File: src/rtl/bafs_pkg.sv
// bafs_pkg: shared types, status and register codes for the bit field store
// depends on nothing; used by every module of the block
`default_nettype none

package bafs_pkg;

  localparam int MAX_FIELD_BITS = 64;
  localparam int QUEUE_DEPTH = 2;

  localparam logic [1:0] ST_OK      = 2'd0;
  localparam logic [1:0] ST_BEFORE  = 2'd1;
  localparam logic [1:0] ST_ESCAPE  = 2'd2;
  localparam logic [1:0] ST_OUTSIDE = 2'd3;

  localparam logic FUNC_LOAD  = 1'b0;
  localparam logic FUNC_STORE = 1'b1;

  localparam logic [1:0] CFG_STORAGE_BITS  = 2'd0;
  localparam logic [1:0] CFG_WINDOW_ENABLE = 2'd1;
  localparam logic [1:0] CFG_WINDOW_BASE   = 2'd2;
  localparam logic [1:0] CFG_WINDOW_BITS   = 2'd3;

  localparam logic [12:0] STORAGE_BITS_RESET = 13'd4096;

  typedef struct packed {
    logic        func;
    logic [12:0] bit_offset;
    logic [6:0]  bit_count;
    logic [63:0] store_data;
  } req_t;

  typedef struct packed {
    logic [63:0] load_data;
    logic [1:0]  status;
  } rsp_t;

  typedef struct packed {
    req_t       req;
    logic [1:0] status;
  } cmd_t;

  typedef struct packed {
    logic [12:0] storage_bits;
    logic        window_enable;
    logic [12:0] window_base;
    logic [12:0] window_bits;
  } cfg_t;

endpackage

`default_nettype wire

File: src/rtl/bafs_front.sv
// bafs_front: takes requests and runs the window and storage bound checks
// depends on bafs_pkg
`default_nettype none

module bafs_front #(
  parameter int STORAGE_WORDS = 64
) (
  input  wire logic           start,
  input  wire bafs_pkg::req_t req,
  input  wire bafs_pkg::cfg_t cfg,
  input  wire logic           full,
  input  wire logic           clearing,
  output logic                busy,
  output logic                push,
  output bafs_pkg::cmd_t      cmd
);

  localparam int CAP = STORAGE_WORDS * 64;
  localparam int CAP_BITS = $clog2(CAP + 1);
  localparam int BW = (CAP_BITS > 13) ? CAP_BITS : 13;

  logic [12:0]   rel;
  logic [12:0]   count_13;
  logic [BW-1:0] cap_w;
  logic [BW-1:0] bound;
  logic [BW-1:0] off_w;
  logic [BW-1:0] count_w;
  logic [BW-1:0] room;
  logic [1:0]    status;

  assign busy = full || clearing;
  assign push = start && !busy;

  always_comb begin
    count_13 = {6'b0, req.bit_count};
    rel      = req.bit_offset - cfg.window_base;
    cap_w    = BW'(CAP);
    bound    = (BW'(cfg.storage_bits) < cap_w) ? BW'(cfg.storage_bits) : cap_w;
    off_w    = BW'(req.bit_offset);
    count_w  = BW'(req.bit_count);
    room     = bound - off_w;
    status   = bafs_pkg::ST_OK;
    if (cfg.window_enable) begin
      if (req.bit_offset < cfg.window_base) begin
        status = bafs_pkg::ST_BEFORE;
      end else if (rel > cfg.window_bits || count_13 > cfg.window_bits - rel) begin
        status = bafs_pkg::ST_ESCAPE;
      end
    end
    if (status == bafs_pkg::ST_OK) begin
      if (req.bit_count > 7'(bafs_pkg::MAX_FIELD_BITS) || off_w > bound ||
          count_w > room) begin
        status = bafs_pkg::ST_OUTSIDE;
      end
    end
    cmd.req    = req;
    cmd.status = status;
  end

endmodule

`default_nettype wire

File: config.mk
export PLATFORM = sky130hd
export DESIGN_NAME = bafs_front
export DESIGN_NICKNAME = d
export VERILOG_FILES = /design/src/rtl/bafs_pkg.sv /design/src/rtl/bafs_front.sv
export SDC_FILE = /design/constraint.sdc
export NUM_CORES = 1
export LEC_CHECK = 0
export ABC_AREA = 1
export BUFFER_PORTS_ARGS = -buffer_cell sky130_fd_sc_hd__buf_2
export CAP_MARGIN = 20
export CORE_UTILIZATION = 39
export DETAILED_ROUTE_END_ITERATION = 7
export PLACE_DENSITY = 0.79
export SLEW_MARGIN = 5
export SYNTH_ARGS = -nofsm -noshare
export SYNTH_HDL_FRONTEND = slang
export SYNTH_SLANG_ARGS = --single-unit
File: constraint.sdc
create_clock -name vclk -period 4.7
set_input_delay 0.94 -clock vclk [all_inputs]
set_output_delay 0.94 -clock vclk [all_outputs]
set_load 0.02 [all_outputs]
==> results.tsv <==
stage	metric	value	unit
run_status	status	finished, violations left	
run_status	failing checks	setup timing	
layout	Layout Nets	755	
setup_path	CP Launch Point	req[71]	
sta	Slew Limit Headroom	0.8454	
logic_synthesis	post-synthesis simple-gate area fraction	0.2742	
logic_synthesis	register area share after synthesis	0	
placement	Final GP Congestion	0.8866	
logic_synthesis	largest family of logic cells by synthesized area	buffers and inverters	
layout	Diodes inserted	0	
setup_path	worst-path cell chain	buf_8, inv_4, ha_4, fa_2, o21ai_4, xor2_1, ha_1, buf_6, xnor2_2, ha_1, nand2_2, nor2_4, nand2_2, nand3_2, a21oi_2, nor3_2, nand4_1, nand2_1, nand2_1, nand2_1, nand2_1, buf_6	
layout	FFs & Latches	0	
floorplan	io pins	217	
sta	total negative slack	-0.3719	ns
power_and_ir_drop	switching pwr	416.8	uW
logic_synthesis	post-synthesis adder-cell area fraction	0.2294	
routing	average wire per standard cell	12.49	um
clock_network	CTS Hold Bufs	0	
setup_path	Crit Path Max Fanout	3	
logic_synthesis	Synth Area in Compound Gates	0.1103	
power_and_ir_drop	Pleak	2.214	nW
routing	Remaining DRCs	0	
layout	Reg area	0	um^2
logic_synthesis	XOR/XNOR Fraction of Synth Area	0.06111	
logic_synthesis	Yosys Warn Count	0	
layout	number of clock buffers in the layout	0	
layout	most frequent cells in the layout	104 x nand2_1, 93 x inv_1, 80 x buf_2, 48 x ha_1, 40 x buf_4	
sta	setup violators final	2	
setup_path	crit end category	output pin	
sta	Max Clk Rate	203.8	MHz
placement	area post-placement	0.003322	mm^2
setup_path	delay-heaviest family, CP	adder cells	
layout	Area growth syn-to-layout	15.56	%
routing	drt total wl	8382	um
sta	RSZ-0062 raised after global routing	true	
logic_synthesis	mux cell area share after synthesis	0	
global_routing	overall routing resource usage	0.1854	
floorplan	row count	32	
power_and_ir_drop	Peak VDD IR	0.05819	mV
floorplan	Initial Utilization	0.4059	
power_and_ir_drop	sequential share of power	0	
power_and_ir_drop	Clk pwr share	0	
layout	most common cell after layout, fill and taps aside	nand2_1	
logic_synthesis	Syn Nets	710	
global_routing	largest net degree at the start of global routing	8	
sta	post-layout min period	4.907	ns
setup_path	required time worst endpoint	3.76	ns
floorplan	Die Area	0.008448	mm^2
setup_path	Slowest Stage Delay on Critical Path	0.40	ns
flow_run	max-cap violation count	0	
setup_path	CP Class	input pin to output pin	
setup_path	Crit-path slowest cell	fa_2	
power_and_ir_drop	Pwr Density	210.5	mW/mm^2
placement	hpwl dp	6969	um
sta	Final Max Slew Viols	0	
worst_hold_path	Hold Path Class	input pin to output pin	
setup_path	worst path buffer plus inverter count	4	
layout	fin util	0.4691	
setup_path	crit path DAT	3.97	ns
routing	via/cell ratio	4.852	
routing	routed vias	3256	
global_routing	vias in the first global route	3295	
global_routing	gr ovfl total	0	
sta	Worst Max-Slew Pin Slew	0.2315	ns
power_and_ir_drop	Comb power frac	1.000	
floorplan	Core ar.	0.007767	mm^2
global_routing	first-pass GRT wire length	13210	um
power_and_ir_drop	internal power	350.3	uW
logic_synthesis	Cells after Synth	526	
layout	post-route cell area	0.003643	mm^2
routing	drt pass-1 iters	5	
power_and_ir_drop	sw frac	0.5433	
setup_path	Critical Path Source Type	input pin	
sta	worst hold slack	1.880	ns
sta	fin worst setup slack	-0.2070	ns
setup_path	most used cell, CP	nand2_1	
logic_synthesis	Mapped Area	0.003153	mm^2
layout	share of cells above drive strength 1	0.3374	
sta	fin crit share	1.044	
floorplan	die height	91.92	um
logic_synthesis	Synth cell types	33	
global_routing	initial antenna violation count	0	
logic_synthesis	Avg Cell Area, Syn	5.994	um^2
sta	final hold vios	0	
routing	initial drt markers	122	
placement	PortBufs	87	
layout	Fillers	771	
routing	post-route ant nets	0	
worst_hold_path	worst hold start	req[12]	
floorplan	Chip Width	91.92	um
==> metal layers <==
layer,vias to the layer above,part of all wire,GRT usage
li1,1660,-,-
met1,1472,0.38,0.1948
met2,72,0.53,0.3731
met3,52,0.037,0.01410
met4,0,0.051,0.07422
met5,-,0,0
==> power by group through the flow <==
stage | registers, mW | logic [mW] | clock network [mW]
6_report | 0 | 0.767 | 0
5_1_grt | 0 | 0.855 | 0
4_1_cts | 0 | 0.685 | 0
3_5_place_dp | 0 | 0.649 | 0
3_3_place_gp | 0 | 0.623 | 0
2_1_floorplan | 0 | 0.531 | 0
==> logic make-up (layout without fill, tap and decap cells) <==
family | after synthesis | count (layout)
AOI/OAI and AO/OA | 58 | 58
adders and majority gates | 56 | 56
xor gates and xnor gates | 22 | 22
buffers and inverters | 188 | 231
and+or+nand+nor | 202 | 202
==> cells in the mapped netlist, types with 2 or more instances <==
| library cell | n | area share |
|---|---|---|
| a21o_1 | 2 | 0.0048 |
| a21oi_1 | 35 | 0.056 |
| a21oi_2 | 3 | 0.0083 |
| a31oi_1 | 3 | 0.0060 |
| buf_4 | 85 | 0.20 |
| fa_1 | 3 | 0.019 |
| ha_1 | 53 | 0.21 |
| inv_1 | 100 | 0.12 |
| inv_2 | 2 | 0.0024 |
| nand2_1 | 114 | 0.14 |
| nand2_2 | 7 | 0.014 |
| nand3_1 | 24 | 0.038 |
| nand3b_1 | 2 | 0.0048 |
| nand4_1 | 7 | 0.014 |
| nor2_1 | 35 | 0.042 |
| nor2_2 | 2 | 0.0040 |
| nor3_1 | 5 | 0.0079 |
| o21ai_0 | 4 | 0.0063 |
| o21ai_2 | 3 | 0.0083 |
| o21bai_1 | 4 | 0.0095 |
| xnor2_1 | 7 | 0.019 |
| xor2_1 | 15 | 0.042 |
==> worst paths after layout <==
| path | end | slack [ns] | cells after the start |
|---|---|---|---|
| setup / recovery | cmd[0] | -0.21 | 22 |
| hold / removal | cmd[14] | 1.88 | 0 |
==> cell type report <==
type | count | area, um^2 | area share
Timing Repair Buffer | 129 | 805.8 | 0.2212
Inverter | 102 | 387.9 | 0.1065
Multi-Input combinational cell | 338 | 2322 | 0.6374
Tap cell | 102 | 127.6 | 0.03503
==> repair_timing <==
| action | in CTS | in global routing |
|---|---|---|
| pin swaps | 19 | 33 |
| gates resized for setup | 24 | 40 |
| buffers inserted | 3 | 6 |
| endpoints found under the setup margin | 2 | 2 |
==> per-stage QoR <==
step	setup slack (ns)	power, mW	std cells
finish	-0.2070	0.7671	671
global route	-0.4004	0.8553	671
floorplan	0.002669	0.5306	526
CTS	-0.2591	0.6853	665
global placement	-0.2957	0.6227	662
detailed placement	-0.4156	0.6489	662
(Power assumes the default switching activity.)
