--- src/rtl/bafs_pkg.sv ---
// bafs_pkg: shared types, status and register codes for the bit field store
// depends on nothing; used by every module of the block
`default_nettype none

package bafs_pkg;

  localparam int MAX_FIELD_BITS = 64;
  localparam int QUEUE_DEPTH = 2;

  localparam logic [1:0] ST_OK      = 2'd0;
  localparam logic [1:0] ST_BEFORE  = 2'd1;
  localparam logic [1:0] ST_ESCAPE  = 2'd2;
  localparam logic [1:0] ST_OUTSIDE = 2'd3;

  localparam logic FUNC_LOAD  = 1'b0;
  localparam logic FUNC_STORE = 1'b1;

  localparam logic [1:0] CFG_STORAGE_BITS  = 2'd0;
  localparam logic [1:0] CFG_WINDOW_ENABLE = 2'd1;
  localparam logic [1:0] CFG_WINDOW_BASE   = 2'd2;
  localparam logic [1:0] CFG_WINDOW_BITS   = 2'd3;

  localparam logic [12:0] STORAGE_BITS_RESET = 13'd4096;

  typedef struct packed {
    logic        func;
    logic [12:0] bit_offset;
    logic [6:0]  bit_count;
    logic [63:0] store_data;
  } req_t;

  typedef struct packed {
    logic [63:0] load_data;
    logic [1:0]  status;
  } rsp_t;

  typedef struct packed {
    req_t       req;
    logic [1:0] status;
  } cmd_t;

  typedef struct packed {
    logic [12:0] storage_bits;
    logic        window_enable;
    logic [12:0] window_base;
    logic [12:0] window_bits;
  } cfg_t;

endpackage

`default_nettype wire

--- src/rtl/bafs_queue.sv ---
// bafs_queue: short request queue between the check front and the access back
// depends on bafs_pkg
`default_nettype none

module bafs_queue (
  input  wire logic           clk,
  input  wire logic           rst,
  input  wire logic           push,
  input  wire bafs_pkg::cmd_t push_cmd,
  input  wire logic           pop,
  output logic                full,
  output logic                empty,
  output bafs_pkg::cmd_t      head
);

  localparam int PW = (bafs_pkg::QUEUE_DEPTH > 1) ? $clog2(bafs_pkg::QUEUE_DEPTH) : 1;
  localparam int CW = $clog2(bafs_pkg::QUEUE_DEPTH + 1);

  bafs_pkg::cmd_t entries [bafs_pkg::QUEUE_DEPTH];
  logic [PW-1:0]  wr_ptr;
  logic [PW-1:0]  rd_ptr;
  logic [CW-1:0]  count;

  assign full  = (count == CW'(bafs_pkg::QUEUE_DEPTH));
  assign empty = (count == '0);
  assign head  = entries[rd_ptr];

  always_ff @(posedge clk) begin
    if (push) begin
      entries[wr_ptr] <= push_cmd;
    end
  end

  always_ff @(posedge clk) begin
    if (rst) begin
      wr_ptr <= '0;
      rd_ptr <= '0;
      count  <= '0;
    end else begin
      if (push) begin
        wr_ptr <= (wr_ptr == PW'(bafs_pkg::QUEUE_DEPTH - 1)) ? '0 : wr_ptr + 1'b1;
      end
      if (pop) begin
        rd_ptr <= (rd_ptr == PW'(bafs_pkg::QUEUE_DEPTH - 1)) ? '0 : rd_ptr + 1'b1;
      end
      if (push && !pop) begin
        count <= count + 1'b1;
      end else if (pop && !push) begin
        count <= count - 1'b1;
      end
    end
  end

endmodule

`default_nettype wire

--- config.mk ---
export PLATFORM = sky130hd
export DESIGN_NAME = bafs_queue
export DESIGN_NICKNAME = d
export VERILOG_FILES = /design/src/rtl/bafs_pkg.sv /design/src/rtl/bafs_queue.sv
export SDC_FILE = /design/constraint.sdc
export NUM_CORES = 1
export LEC_CHECK = 0
export BUFFER_PORTS_ARGS = -buffer_cell sky130_fd_sc_hd__buf_4
export CAP_MARGIN = 25
export CORE_ASPECT_RATIO = 0.75
export CORE_UTILIZATION = 46
export CTS_BUF_LIST = sky130_fd_sc_hd__clkbuf_4 sky130_fd_sc_hd__clkbuf_8 sky130_fd_sc_hd__clkbuf_16
export CTS_CLUSTER_SIZE = 12
export DETAILED_ROUTE_END_ITERATION = 16
export GPL_ROUTABILITY_DRIVEN = 0
export GPL_TIMING_DRIVEN = 0
export PLACE_DENSITY = 0.74
export SLEW_MARGIN = 15
export SYNTH_ARGS = -nofsm -noshare
export SYNTH_HDL_FRONTEND = slang
export SYNTH_SLANG_ARGS = --single-unit
--- constraint.sdc ---
create_clock -name clk -period 6.7 [get_ports clk]
set_clock_uncertainty 0.1 [all_clocks]
set_input_delay 2.01 -clock clk [delete_from_list [all_inputs] [get_ports clk]]
set_output_delay 2.01 -clock clk [all_outputs]
set_load 0.01 [all_outputs]
==> results of run 1 <==
==> area by class of cell <==
cell class              instances  share of cell area [%]
plain buffers                  10                   0.916
clock buffers                  19                    4.96
clock inverters                13                    1.48
inverters                       1                  0.0423
multi-input cells             103                    13.6
flip-flops and latches        179                    60.0
well taps                     175                    2.47
repair buffers                184                    16.6
==> power breakdown <==
part	total (mW)	leakage, nW	internal (mW)	switching, mW
Sequential	1.32	1.67	1.31	0.0178
Combinational	0.349	1.47	0.197	0.152
Clock	0.952	0.276	0.556	0.396
Total	2.62	3.42	2.06	0.566
==> cell usage after synthesis <==
library cell | count | area share [%]
sky130_fd_sc_hd__and2_1 | 1 | 0.095
sky130_fd_sc_hd__buf_2 | 5 | 0.38
sky130_fd_sc_hd__nor2_1 | 5 | 0.28
sky130_fd_sc_hd__a21oi_1 | 1 | 0.076
sky130_fd_sc_hd__buf_6 | 5 | 0.85
sky130_fd_sc_hd__mux2_2 | 57 | 9.7
sky130_fd_sc_hd__xor2_1 | 2 | 0.27
sky130_fd_sc_hd__o21ai_0 | 1 | 0.076
sky130_fd_sc_hd__or3_1 | 1 | 0.095
sky130_fd_sc_hd__xnor2_1 | 2 | 0.27
sky130_fd_sc_hd__edfxtp_1 | 174 | 79
sky130_fd_sc_hd__nor2b_1 | 2 | 0.19
sky130_fd_sc_hd__mux2_4 | 30 | 6.8
sky130_fd_sc_hd__dfxtp_1 | 5 | 1.5
sky130_fd_sc_hd__inv_1 | 1 | 0.057
sky130_fd_sc_hd__ha_1 | 1 | 0.19
==> cell families (layout without fill, tap and decap cells) <==
kind of cell | after synthesis | after routing
mux | 87 | 87
fa+ha+maj | 1 | 1
xor+xnor | 4 | 4
simple gates | 9 | 9
compound gates | 2 | 2
buf+inv | 11 | 227
flops | 179 | 179
==> per-stage QoR <==
stage                     utilization [%]  instance area, um2
after floorplan                         -                6600
after global placement               59.0                8170
after detailed placement             60.0                8310
after CTS                            64.1                8880
after global routing                 64.1                8880
final                                64.1                8880
==> critical path, stage by stage (launching register included) <==
cell and delay, ns:
sky130_fd_sc_hd__dfxtp_1 0.32, sky130_fd_sc_hd__buf_6 0.12, sky130_fd_sc_hd__buf_6 0.16, sky130_fd_sc_hd__buf_6 0.19, sky130_fd_sc_hd__mux2_4 0.32, sky130_fd_sc_hd__buf_4 0.15
==> how the worst max path moves through the flow <==
stage	startpoint	to	slack, ns	cells past startpoint
finish	register	head[49]	2.91	5
global route	register	head[44]	2.83	5
CTS	register	head[49]	2.86	5
detailed placement	push	entries[1][45]	3.21	3
global placement	push	entries[0][56]	-1.98	2
floorplan	push	entries[0][0]	0.25	1
==> flip-flops by register name, summed over array words and instances (netlist names), named ones only <==
register	flops
entries	174
count	2
rd_ptr	1
wr_ptr	1
==> routing by layer <==
| layer | GRT usage [%] | vias up | wire length, um |
|---|---|---|---|
| li1 | - | 1562 | - |
| met4 | 6.12 | 0 | 117 |
| met3 | 7.41 | 12 | 1090 |
| met1 | 20.8 | 1628 | 5090 |
| met2 | 27.3 | 130 | 5810 |
| met5 | 0 | - | 0 |
==> reports/results.txt, run 1 <==
The area share of fa/ha/maj cells after synthesis is 0.189%, and the actual slew at the worst max-slew pin is 0.625 ns. The run gives 0 as the number of warnings printed during yosys synthesis. The remaining antenna violation count came out at 0. By startpoint and endpoint, the worst setup path is classified as register to output port. Of the total synthesized cell area, the portion taken by XOR and XNOR cells is 0.531%. Static timing analysis puts the maximum clock frequency at 264 MHz.

The clock reaches the later pin of the worst-skew pair after 0.41 ns. The I/O pin count was 180; the placement row count was 37. The tools report the initial cell density of the core as 47.7%.

The tightest hold path in the finished design has a slack of 0.442 ns. The path category of the worst min-delay check was register to register. Adding up every negative setup slack in the final design gives 0 ns. The run gives 3332 as the vias after detailed routing. The detailed placement HPWL was 8390 um. For the via count of the first global-routing pass, the log shows 3544.

The floorplan step set the die width to 140 um. The first global-routing pass estimated 18800 um of wire. Worst-case setup margin in the final layout: 2.91 ns. The die area was 0.0148 mm2. Buffer depth of the longest clock path: 2. Summing the sequential cell areas from Yosys gives 80.6% of the chip area.

From bottom edge to top edge, the die measures 106 um. The post-synthesis share of cell area spent on and, or, nand and nor gates is 0.663%, and the total area of multi-input combinational cells is 0.00120 mm2. The startpoint identified for the worst register-to-register timing path is wr_ptr. The power per cell area is 296 mW/mm2.

The share of cells above drive strength 1 was 61.5%. The run gives 684 as the count of placed standard cells in the final layout, fillers left out. The number of cells on the worst reg-to-reg path is 2. Entering global routing, the biggest net connects 48 pins.

The buffers inserted during post-CTS setup optimization came out at 0. The completed layout was analyzed and its total power is 2.62 mW. In this run the standard cell core region covers 0.0138 mm2. The library cell used most frequently in the layout, excluding fill and tap cells, is sky130_fd_sc_hd__buf_4.

For the count of different cell masters after synthesis, the log shows 16. In this run the critical register-to-register path is captured at entries[1][62]. The initial antenna violation count is 0, and the all-layer global routing usage is 17.1%. The tree built by TritonCTS fans out to 179 sinks. Setup repair after global routing left no endpoint under its margin.

The total inserted antenna cells is 0. The kind of end point of the critical path was an output port. The count of buffers from port buffering works out to 179.

After detailed routing, the number of vias per cell comes to 4.87. The filler cells instantiated in the layout total 971. The number of levels the H-tree was split into is 4. Summed over all layers, the routed wires come to 12100 um.

The root buffer cell chosen for the clock tree is sky130_fd_sc_hd__clkbuf_16. STA puts the critical path data arrival time at 1.68 ns. The flow ran to the end, and the final reports show no timing, DRC or antenna violations. Counting instances, the worst hold path has a depth of 2. For this run the aggregate overflow at the end of global routing stands at 0. The standby leakage power was 3.42 nW; the worst max-slew margin expressed relative to the limit was 58.4%. The net count of the finished layout is 588. Setup violations remaining at the end of the flow were counted as 0. After detailed routing, the number of remaining DRC violations is 0.

STA classifies the critical path startpoint as a register. The number of hold violations in the final report is 0, and the proportion of synthesized area in mux cells is 16.5%. For flop-to-flop paths, the worst setup slack is 4.91 ns.

Across the run, the number of max-cap violations was 0. The pre-antenna-repair detailed-routing pass consisted of 4 iterations. Critical-path maximum fanout: 10. IR analysis of the VDD net gives a maximum drop of 0.263 mV. TritonCTS built the clock tree. The count of hold buffers inserted by post-cts repair came out at 0. When the netlist entered floorplanning its net count stood at 385. The worst path uses 56.6% of the clock period.

The tools report the number of instances resized during post-cts repair as 0. The register bit total from synthesis works out to 179. The worst hold path terminates at count[1]. The layout-stage area growth over the synthesis result was 34.4%; the post-synthesis instance area was 0.00660 mm2.

The start point of the worst hold path was count[1]. Summing all flip-flop and latch instances after layout gives 0.00533 mm2. The clock period minus final worst setup slack is 3.79 ns, and the instance count of the mapped netlist is 293. The number of clock buffers inserted by TritonCTS is 17. After detailed routing, the average wire length per cell comes to 17.7 um.

Clock-pin slew was measured on the worst setup and hold paths at 0.06 ns. The count of pins over their slew limit is 0, and the fraction of the mapped netlist area in compound gates is 0.152%. Each instance of the synthesized netlist takes up on average 22.5 um2. The detailed router finished its first iteration with 181 violations. The number of placed instances, taps included came out at 652.

Timing analysis after detailed placement gives a worst setup slack of 3.21 ns. In the layout the commonest cells are sky130_fd_sc_hd__buf_4 (179), sky130_fd_sc_hd__edfxtp_1 (174), sky130_fd_sc_hd__mux2_2 (57). After synthesis, the largest family of logic cells by area is multiplexers. For the data required time at the worst endpoint, the log shows 4.59 ns.
(Power assumes the default switching activity.)
==> run 2, diff against run 1 <==
==> constraint.sdc (replaced) <==
create_clock -name clk -period 3.25 [get_ports clk]
set_clock_uncertainty 0.1 [all_clocks]
set_input_delay 0.975 -clock clk [delete_from_list [all_inputs] [get_ports clk]]
set_output_delay 0.975 -clock clk [all_outputs]
set_load 0.01 [all_outputs]
==> reports/results.txt, run 2 (synthesized netlist as in run 1, its figures left out) <==
The number of instances resized during post-cts repair was 0 (unchanged). The path category of the worst min-delay check was register to register. Number of setup violations in the final report: 0 (unchanged). The library cell used most frequently in the layout, excluding fill and tap cells, is sky130_fd_sc_hd__buf_4. TritonCTS built the clock tree. The initial detailed-routing violation count is 139 (-23%), and the die outline height is 106 um (unchanged). The critical path in this run is classified as register to output port.

The worst register-to-register path begins at wr_ptr. The count of hold buffers inserted by post-cts repair is 0 (unchanged), and the count of pins over their slew limit is 0 (unchanged). Critical-path maximum fanout: 10 (unchanged). Number of levels the H-tree was split into: 4 (unchanged). The tools report the type of origin of the critical path as a register. In the finished design, the share of the clock period the worst path needs comes to 85.4%.

The tools report the end of the worst register-to-register path as entries[1][19]. The mean routed wirelength per cell was 17.1 um (-3.5%); the horizontal die dimension was 140 um (unchanged). Data required time at the worst endpoint: 2.17 ns (-2.42 ns). Reg-to-reg setup timing slack: 1.48 ns (-3.43 ns). The all-layer global routing usage came out at 16.6% (-0.57 points). The flip-flop count of the largest register after layout was 174 (unchanged); the wire length of the first global-routing pass was 17900 um (-4.4%). The vias per cell came out at 4.85 (-0.45%). The total inserted antenna cells is 0 (unchanged). The count of nets after finishing is 587 (-0.17%). The placement row count is 37 (unchanged). The tools report the reported max-cap violation count as 0 (unchanged). The setup TNS after final layout was 0 ns (unchanged); the clock transition time at the flip-flop clock pins of the worst setup and hold paths was 0.06 ns (about the same).

The tools report the via count of the first global-routing pass as 3532 (-0.34%). The aggregate routed wire length is 11700 um (-3.7%), and the I/O pin count is 180 (unchanged). The total global routing overflow is 0 (unchanged), and the die area is 0.0148 mm2 (unchanged).

The number of cells on the worst reg-to-reg path came out at 2 (unchanged). entries holds more flip-flops than any other register. The worst-case setup margin in the final layout was 0.475 ns (-2.43 ns); the power per cell area was 602 mW/mm2 (+100%). In this run the most critical hold path is launched from rd_ptr.

The actual slew at the worst max-slew pin works out to 0.637 ns (+0.0122 ns). The worst-skew pair later-pin latency came out at 0.42 ns (about the same). The run gives 975 (+0.41%) as the fill cell instance count of the final layout. The library cells used most frequently in the layout, excluding fill and tap cells, are sky130_fd_sc_hd__buf_4 (179), sky130_fd_sc_hd__edfxtp_1 (174), sky130_fd_sc_hd__mux2_2 (57). The number of clock buffers inserted by TritonCTS was 17 (unchanged); the number of hold violations in the final report was 0 (unchanged).

The buffers inserted during post-CTS setup optimization came out at 0 (unchanged). The logs give 0.0138 mm2 (unchanged) for the core area and 179 (unchanged) for the clock sink total. Number of cells on the worst hold path: 2 (unchanged). The data arrival time of the critical path is 1.70 ns (+0.02 ns), and the count of buffers from port buffering is 179 (unchanged). Worst max-slew margin expressed relative to the limit: 57.5% (-0.82 points).

The setup slack after placement was 0.709 ns (-2.50 ns); the maximum resistive drop on vdd was 0.402 mV (+53%). The initial antenna violation count was 0 (unchanged). For hold timing, the worst endpoint is rd_ptr. The share of cells above drive strength 1 was 61.2% (-0.27 points). The tools report the initial cell density of the core as 47.7% (unchanged). The number of placed instances, taps included was 651 (-0.15%). Derived from the worst setup path, the maximum achievable clock frequency is 360 MHz. The logs give 0.00827 mm2 (-0.42%) for the area after detailed placement and 4 (unchanged) for the detailed-router iteration count before antenna repair. The run gives 8000 um (-4.7%) as the detailed placement HPWL. Setup repair after global routing left no endpoint under its margin. The root buffer cell chosen for the clock tree is sky130_fd_sc_hd__clkbuf_16. The layout-stage area growth over the synthesis result is 33.5%, and the summed area of non-filler cells in the final layout is 0.00882 mm2 (-0.68%). In the final layout, the registers with the most flip-flops are entries x174, count x2. The remaining antenna violation count was 0 (unchanged). The buffer depth of the longest clock path was 2 (unchanged); the vias after detailed routing was 3312 (-0.60%). The pin count of the biggest net entering global routing is 45 (-6.3%). STA classifies the critical path endpoint as an output port.

The worst path needs 2.78 ns of the cycle, external delays included. The run gives 0 (unchanged) as the number of design rule violations left after detail routing. The run gives 683 (-0.15%) as the count of placed standard cells in the final layout, fillers left out. The standby leakage power is 3.39 nW (-0.85%).

The run finished with clean final reports.
## run 2: cell types whose count changed in the layout (fill, tap and decap cells not counted), sizes merged
cell,previous run,this run
buf,194,193
bufinv,2,1
clkbuf,19,18
clkinv,5,8
inv,4,3
## run 2: power breakdown
| part | internal (mW) | switching (mW) | total (mW) | leakage, nW |
|---|---|---|---|---|
| registers | 2.69 | 0.0348 | 2.73 | 1.67 |
| logic | 0.399 | 0.308 | 0.707 | 1.45 |
| clock network | 1.06 | 0.820 | 1.88 | 0.262 |
## run 2: cell type report
class                   instances  area, um2  area share (%)
clock buffers                  18        433            4.91
flip-flops and latches        179       5330            60.4
inverters                       1       3.75          0.0426
plain buffers                  10       81.3           0.922
multi-input cells             103       1200            13.6
repair buffers                183       1440            16.3
well taps                     175        219            2.48
clock inverters                14        114            1.29
## run 2: per-stage QoR
stage | hold WS (ns) | util [%] | power, mW
2_1_floorplan | 0.361 | - | 3.12
3_3_place_gp | 0.384 | 59.1 | 3.46
3_5_place_dp | 0.400 | 59.8 | 3.49
4_1_cts | 0.424 | 63.7 | 5.37
5_1_grt | 0.459 | 63.7 | 5.50
6_report | 0.418 | 63.7 | 5.31
## run 2: how the worst max path moves through the flow
| stage | start | end | cells after the start |
|---|---|---|---|
| finish | register | head[59] | 5 |
| detailed placement | push | entries[0][46] | 4 |
| global placement | push | entries[0][47] | 2 |
| CTS | register | head[39] | 5 |
| floorplan | push | entries[0][0] | 1 |
| global route | register | head[39] | 5 |
## run 2: routing by layer
layer,routed length [um],global-route usage [%]
met1,4860,19.4
met2,5440,25.9
met3,1240,7.77
met4,126,7.61
met5,0,0
## run 2: worst max-delay path: stages, from the launching register on
cell,delay (ns)
sky130_fd_sc_hd__dfxtp_1,0.32
sky130_fd_sc_hd__buf_6,0.12
sky130_fd_sc_hd__buf_6,0.17
sky130_fd_sc_hd__buf_6,0.20
sky130_fd_sc_hd__mux2_4,0.32
sky130_fd_sc_hd__buf_4,0.14
